## src/design/tcr_pkg.sv

```systemverilog
`timescale 1ns / 1ps

package tcr_pkg;

  localparam int unsigned MaxConnsDef      = 16;
  localparam int unsigned ReorderDepthDef  = 8;
  localparam int unsigned PurgeIntervalDef = 64;
  localparam logic [31:0] TimeoutReset     = 32'd300000;
  localparam int unsigned KeyShift         = 24;
  localparam int unsigned KeyW             = 58;
  localparam int unsigned MaxResults       = 26;
  localparam logic [1:0]  FinClose         = 2'd2;

  localparam int unsigned InDataW  = 192;
  localparam int unsigned OutDataW = 56;

  typedef enum logic [1:0] {
    EV_OPEN    = 2'd0,
    EV_DELIVER = 2'd1,
    EV_CLOSE   = 2'd2
  } event_e;

  typedef struct packed {
    logic [KeyW-1:0] key;
    logic [15:0]     port;
    logic [31:0]     nsi;
    logic [31:0]     nsr;
    logic [1:0]      fin;
    logic [31:0]     la;
  } conn_row_t;

  typedef struct packed {
    logic [31:0] seq;
    logic [15:0] len;
    logic [15:0] handle;
  } seg_row_t;

  typedef struct packed {
    event_e      kind;
    logic [3:0]  slot;
    logic        fi;
    logic [15:0] port;
    logic [15:0] handle;
    logic [15:0] len;
  } res_t;

  typedef enum logic [3:0] {
    S_IDLE,
    S_SRCH_RD,
    S_SRCH_CMP,
    S_DECIDE,
    S_OPEN,
    S_PROC,
    S_DRN_RD,
    S_DRN_CMP,
    S_CLOSE_END,
    S_POST,
    S_CLOSE_POST,
    S_PURGE_CHK,
    S_PRG_RD,
    S_PRG_CMP,
    S_FINISH
  } state_e;

  typedef struct packed {
    logic load;
    logic rd_conn;
    logic srch_step;
    logic idx_inc;
    logic open;
    logic set_resp;
    logic dlv;
    logic buf_wr;
    logic rd_seg;
    logic drn_take;
    logic drn_step;
    logic close_cur;
    logic post;
    logic purge_cnt;
    logic prg_close;
    logic finish;
  } cmd_t;

  typedef struct packed {
    logic match;
    logic idx_last;
    logic hit;
    logic free_found;
    logic syn;
    logic ack;
    logic len_zero;
    logic seq_eq;
    logic seq_gt;
    logic buf_full;
    logic drn_match;
    logic bidx_last;
    logic post_close;
    logic purge_due;
    logic prg_expired;
    logic emit_ok;
  } status_t;

endpackage

```

## src/design/tcr_ctrl.sv

```systemverilog
`timescale 1ns / 1ps

module tcr_ctrl import tcr_pkg::*; (
  input  logic    clk_i,
  input  logic    rst_ni,
  input  logic    in_valid_i,
  output logic    in_ready_o,
  input  status_t st_i,
  output cmd_t    cmd_o
);

  state_e state_q, state_d;

  always_ff @(posedge clk_i or negedge rst_ni) begin
    if (!rst_ni) begin
      state_q <= S_IDLE;
    end else begin
      state_q <= state_d;
    end
  end

  always_comb begin
    state_d = state_q;
    unique case (state_q)
      S_IDLE: begin
        if (in_valid_i) state_d = S_SRCH_RD;
      end
      S_SRCH_RD: state_d = S_SRCH_CMP;
      S_SRCH_CMP: begin
        state_d = (st_i.match || st_i.idx_last) ? S_DECIDE : S_SRCH_RD;
      end
      S_DECIDE: begin
        if (st_i.syn && !st_i.ack) begin
          if (st_i.hit) state_d = S_CLOSE_END;
          else if (st_i.free_found) state_d = S_OPEN;
          else state_d = S_FINISH;
        end else begin
          state_d = st_i.hit ? S_PROC : S_FINISH;
        end
      end
      S_OPEN: begin
        if (st_i.emit_ok) state_d = S_PROC;
      end
      S_PROC: begin
        if (st_i.len_zero) state_d = S_POST;
        else if (st_i.seq_eq) begin
          if (st_i.emit_ok) state_d = S_DRN_RD;
        end else if (st_i.seq_gt) state_d = S_POST;
        else if (st_i.buf_full) state_d = S_CLOSE_END;
        else state_d = S_POST;
      end
      S_DRN_RD: state_d = S_DRN_CMP;
      S_DRN_CMP: begin
        if (st_i.drn_match) begin
          if (st_i.emit_ok) state_d = S_DRN_RD;
        end else begin
          state_d = st_i.bidx_last ? S_POST : S_DRN_RD;
        end
      end
      S_CLOSE_END: begin
        if (st_i.emit_ok) state_d = S_FINISH;
      end
      S_POST: state_d = st_i.post_close ? S_CLOSE_POST : S_PURGE_CHK;
      S_CLOSE_POST: begin
        if (st_i.emit_ok) state_d = S_PURGE_CHK;
      end
      S_PURGE_CHK: state_d = st_i.purge_due ? S_PRG_RD : S_FINISH;
      S_PRG_RD: state_d = S_PRG_CMP;
      S_PRG_CMP: begin
        if (!st_i.prg_expired || st_i.emit_ok) begin
          state_d = st_i.idx_last ? S_FINISH : S_PRG_RD;
        end
      end
      S_FINISH: begin
        if (st_i.emit_ok) state_d = S_IDLE;
      end
      default: state_d = S_IDLE;
    endcase
  end

  always_comb begin
    cmd_o      = '0;
    in_ready_o = 1'b0;
    unique case (state_q)
      S_IDLE: begin
        in_ready_o = 1'b1;
        cmd_o.load = in_valid_i;
      end
      S_SRCH_RD: cmd_o.rd_conn = 1'b1;
      S_SRCH_CMP: begin
        cmd_o.srch_step = 1'b1;
        cmd_o.idx_inc   = !st_i.match && !st_i.idx_last;
      end
      S_DECIDE: cmd_o.set_resp = st_i.syn && st_i.ack && st_i.hit;
      S_OPEN: cmd_o.open = st_i.emit_ok;
      S_PROC: begin
        if (!st_i.len_zero) begin
          if (st_i.seq_eq) cmd_o.dlv = st_i.emit_ok;
          else if (!st_i.seq_gt && !st_i.buf_full) cmd_o.buf_wr = 1'b1;
        end
      end
      S_DRN_RD: cmd_o.rd_seg = 1'b1;
      S_DRN_CMP: begin
        cmd_o.drn_take = st_i.drn_match && st_i.emit_ok;
        cmd_o.drn_step = !st_i.drn_match && !st_i.bidx_last;
      end
      S_CLOSE_END, S_CLOSE_POST: cmd_o.close_cur = st_i.emit_ok;
      S_POST: cmd_o.post = 1'b1;
      S_PURGE_CHK: cmd_o.purge_cnt = 1'b1;
      S_PRG_RD: cmd_o.rd_conn = 1'b1;
      S_PRG_CMP: begin
        cmd_o.prg_close = st_i.prg_expired && st_i.emit_ok;
        cmd_o.idx_inc   = (!st_i.prg_expired || st_i.emit_ok) && !st_i.idx_last;
      end
      S_FINISH: cmd_o.finish = st_i.emit_ok;
      default: cmd_o = '0;
    endcase
  end

endmodule

```

## config.mk

```make
export PLATFORM = sky130hd
export DESIGN_NAME = tcr_ctrl
export DESIGN_NICKNAME = d
export VERILOG_FILES = /design/src/design/tcr_pkg.sv /design/src/design/tcr_ctrl.sv
export SDC_FILE = /design/constraint.sdc
export NUM_CORES = 1
export LEC_CHECK = 0
export ABC_AREA = 0
export BUFFER_PORTS_ARGS = -buffer_cell sky130_fd_sc_hd__buf_4
export CAP_MARGIN = 20
export CORE_MARGIN = 1.5
export CORE_UTILIZATION = 30
export DETAILED_ROUTE_END_ITERATION = 16
export PLACE_DENSITY = 0.56
export SYNTH_ARGS = -nofsm -noshare
export SYNTH_HDL_FRONTEND = slang
export SYNTH_SLANG_ARGS = --single-unit
export TNS_END_PERCENT = 100
```

## constraint.sdc

```tcl
create_clock -name clk_i -period 1.8 [get_ports clk_i]
set_input_delay 0.54 -clock clk_i [delete_from_list [all_inputs] [get_ports clk_i]]
set_output_delay 0.54 -clock clk_i [all_outputs]
set_load 0.01 [all_outputs]
```

==> reports/qor.yml <==
finalClockSkew_ps: 5.32
synth_edf_count: 0
fin_util_pct: 63.1
powerDensity_mw_per_mm2: 1610
hold_path.class: "input pin to async pin"
synth.distinct_cells: 42
rsz0062_at_grt: "yes"
critPathMaxFanout: 6
cp_common_cell: "buf_6"
reg2regPathDepth: 7
synth_most_common_cell: "nor2_1"
rr_endpoint: "state_q[1]"
synth_ff_type: "dfrtp_1"
crit_type: "register to primary output"
grt_overflow: 0
clk-insertion-delay-late_ps: 230
cts_root_buf: "clkbuf_4"
worst_setup_path_start_kind: "register"
core_area_mm2: 0.00225
drt_first_iter_violations: 15
place.gp.congestion: 0.818
cts_tree: "built"
grt_pass1_vias: 875
crit_path_max_incr_delay_ps: 470
fin_cells: 194
layout.nets: 187
ys_ff_latch: 4
cap_violations: 0
cts_buffer_depth: 2
setup_viol: 13
finalInstanceArea_mm2: 0.00142
yosysSeqAreaShare_pct: 13.8
path_depth: 4
leakagePower_nw: 0.634
grt_max_degree: 21
critPathTopFamily: "flip-flops"
netlist_area_um2: 726
status: "finished, violations left"
wl_per_cell_um: 14.1
die_y_um: 52.2
floorplan.initialDensity_pct: 32.2
drv_slew: 0
irDropWorstVdd_mv: 0.979
post_synth.cell_area_avg_um2: 6.78
power_w: 0.00229
synthArstFlopShare_pct: 100
whs_ps: 96.9
dp_hpwl_um: 1810
hold_violations: 0
crit_path_cell_trace: "buf_6 -> nor4_4 -> and2_4 -> buf_6"
area_growth_syn_to_layout_pct: 96.0
cp.buffers_inverters: 2
layout-drive-gt1-share_pct: 59.6
dieArea_mm2: 0.00272
portBuffers: 35
antenna_left: 0
h-tree-depth: 1
synth_common_cells: "nor2_1, nand2_1, nor3_1, a21oi_1, nand2b_1"
reg.largest.list: "state_q: 4 flops"
drcViolationCount: 0
totalWireLength_um: 2740
arrival_ps: 1370
placed_area_mm2: 0.00109
pin_count: 36
crit_slowest_cell: "dfrtp_2"
num_vias: 1033
grt_antenna_before_repair: 0
top_register: "state_q"
cp_data_required_time_ps: 1260
yosysTopAreaCellShare_pct: 13.8
yosys.area.top_type: "dfrtp_1"
finalWorstSetupSlack_ps: -114
placed_cells: 174
grt_pass1_wl_um: 4000
first_pass_iters: 4
violations: "setup timing"
clkTransAtPathRegs_ps: 40
die_w_um: 52.2
synthCells: 107
synth_nets: 126
synth_warnings: 0
r2r-start: "state_q[1]"
crit_path_end_kind: "primary output"
fin_crit_sh_pct: 106
antenna_cells: 0
viasPerCell: 5.32
clock.fmax_mhz: 523
layout_min_cycle_time_ps: 1910
regToRegSetupSlack_ps: 0
worst_pin_slew_ps: 436
synth_area_leaders: "dfrtp_1, nor2_1, nor3_1"
cts_made_buffers: 3
rows: 17
gr-usage-all-layers_pct: 19.2
slew_headroom_pct: 70.7
largest_reg_flops: 4
clock-sinks: 4
## worst max path at each step
stage          slack [ps]        from         to
2_1_floorplan         -20  state_q[3]  cmd_o[15]
3_3_place_gp           20     st_i[0]  cmd_o[12]
3_5_place_dp           -9  state_q[2]   cmd_o[5]
4_1_cts              -100  state_q[1]   cmd_o[8]
5_1_grt              -150  state_q[2]  cmd_o[15]
6_report             -110  state_q[2]  cmd_o[15]
## timing repair
action | 4_1_cts | 5_1_grt
gates cloned | 0 | 1
hold endpoints to repair | 0 | 0
pin swaps | 6 | 6
setup endpoints to repair | 16 | 19
hold buffers | 0 | 0
buffers inserted | 7 | 9
resized for setup | 16 | 24
## logic make-up (layout without fill, tap and decap cells)
logic type	count (synthesis)	in the layout	synth area share, %
simple gates	61	61	46.9
flops	4	4	13.8
compound gates	29	29	29.5
buf+inv	13	72	9.83
## report_power, final
group	leakage [nW]	internal (W)	total, W	switching [W]
clock	0.0138	0.0000742	0.000105	0.0000312
sequential	0.0439	0.000151	0.000236	0.0000851
combinational	0.576	0.00102	0.00194	0.000922
## per-stage QoR
stage | worst slack, ps | TNS (ps)
2_1_floorplan | -21.3 | -21.3
4_1_cts | -98.5 | -624
6_report | -114 | -736
5_1_grt | -146 | -1550
3_3_place_gp | 24.8 | 0
3_5_place_dp | -9.43 | -9.43
## routing by layer
metal  GRT usage, %  up-vias  wire length (µm)
li1               -      511                 -
met1           25.7      487              1250
met2           33.5       33              1350
met3           1.71        2               134
met4           3.42        0                 9
met5              0        -                 0
## cell usage in the layout (no fill, tap or decap), types with 4 or more instances in the layout
cell      n
nor2_1   10
nand2_1   8
nor3_1    5
a21oi_1   8
nor3_2    4
o21ai_0   4
buf_4    52
buf_6     8
## cell type report
type | instances | area, µm²
fill | 195 | 832
clock buffer | 3 | 22.5
inverter | 5 | 18.8
timing repair buffer | 64 | 561
sequential | 4 | 104
multi-input combinational | 90 | 682
tap | 28 | 35.0
No activity file was read; power rests on OpenSTA's default activity.
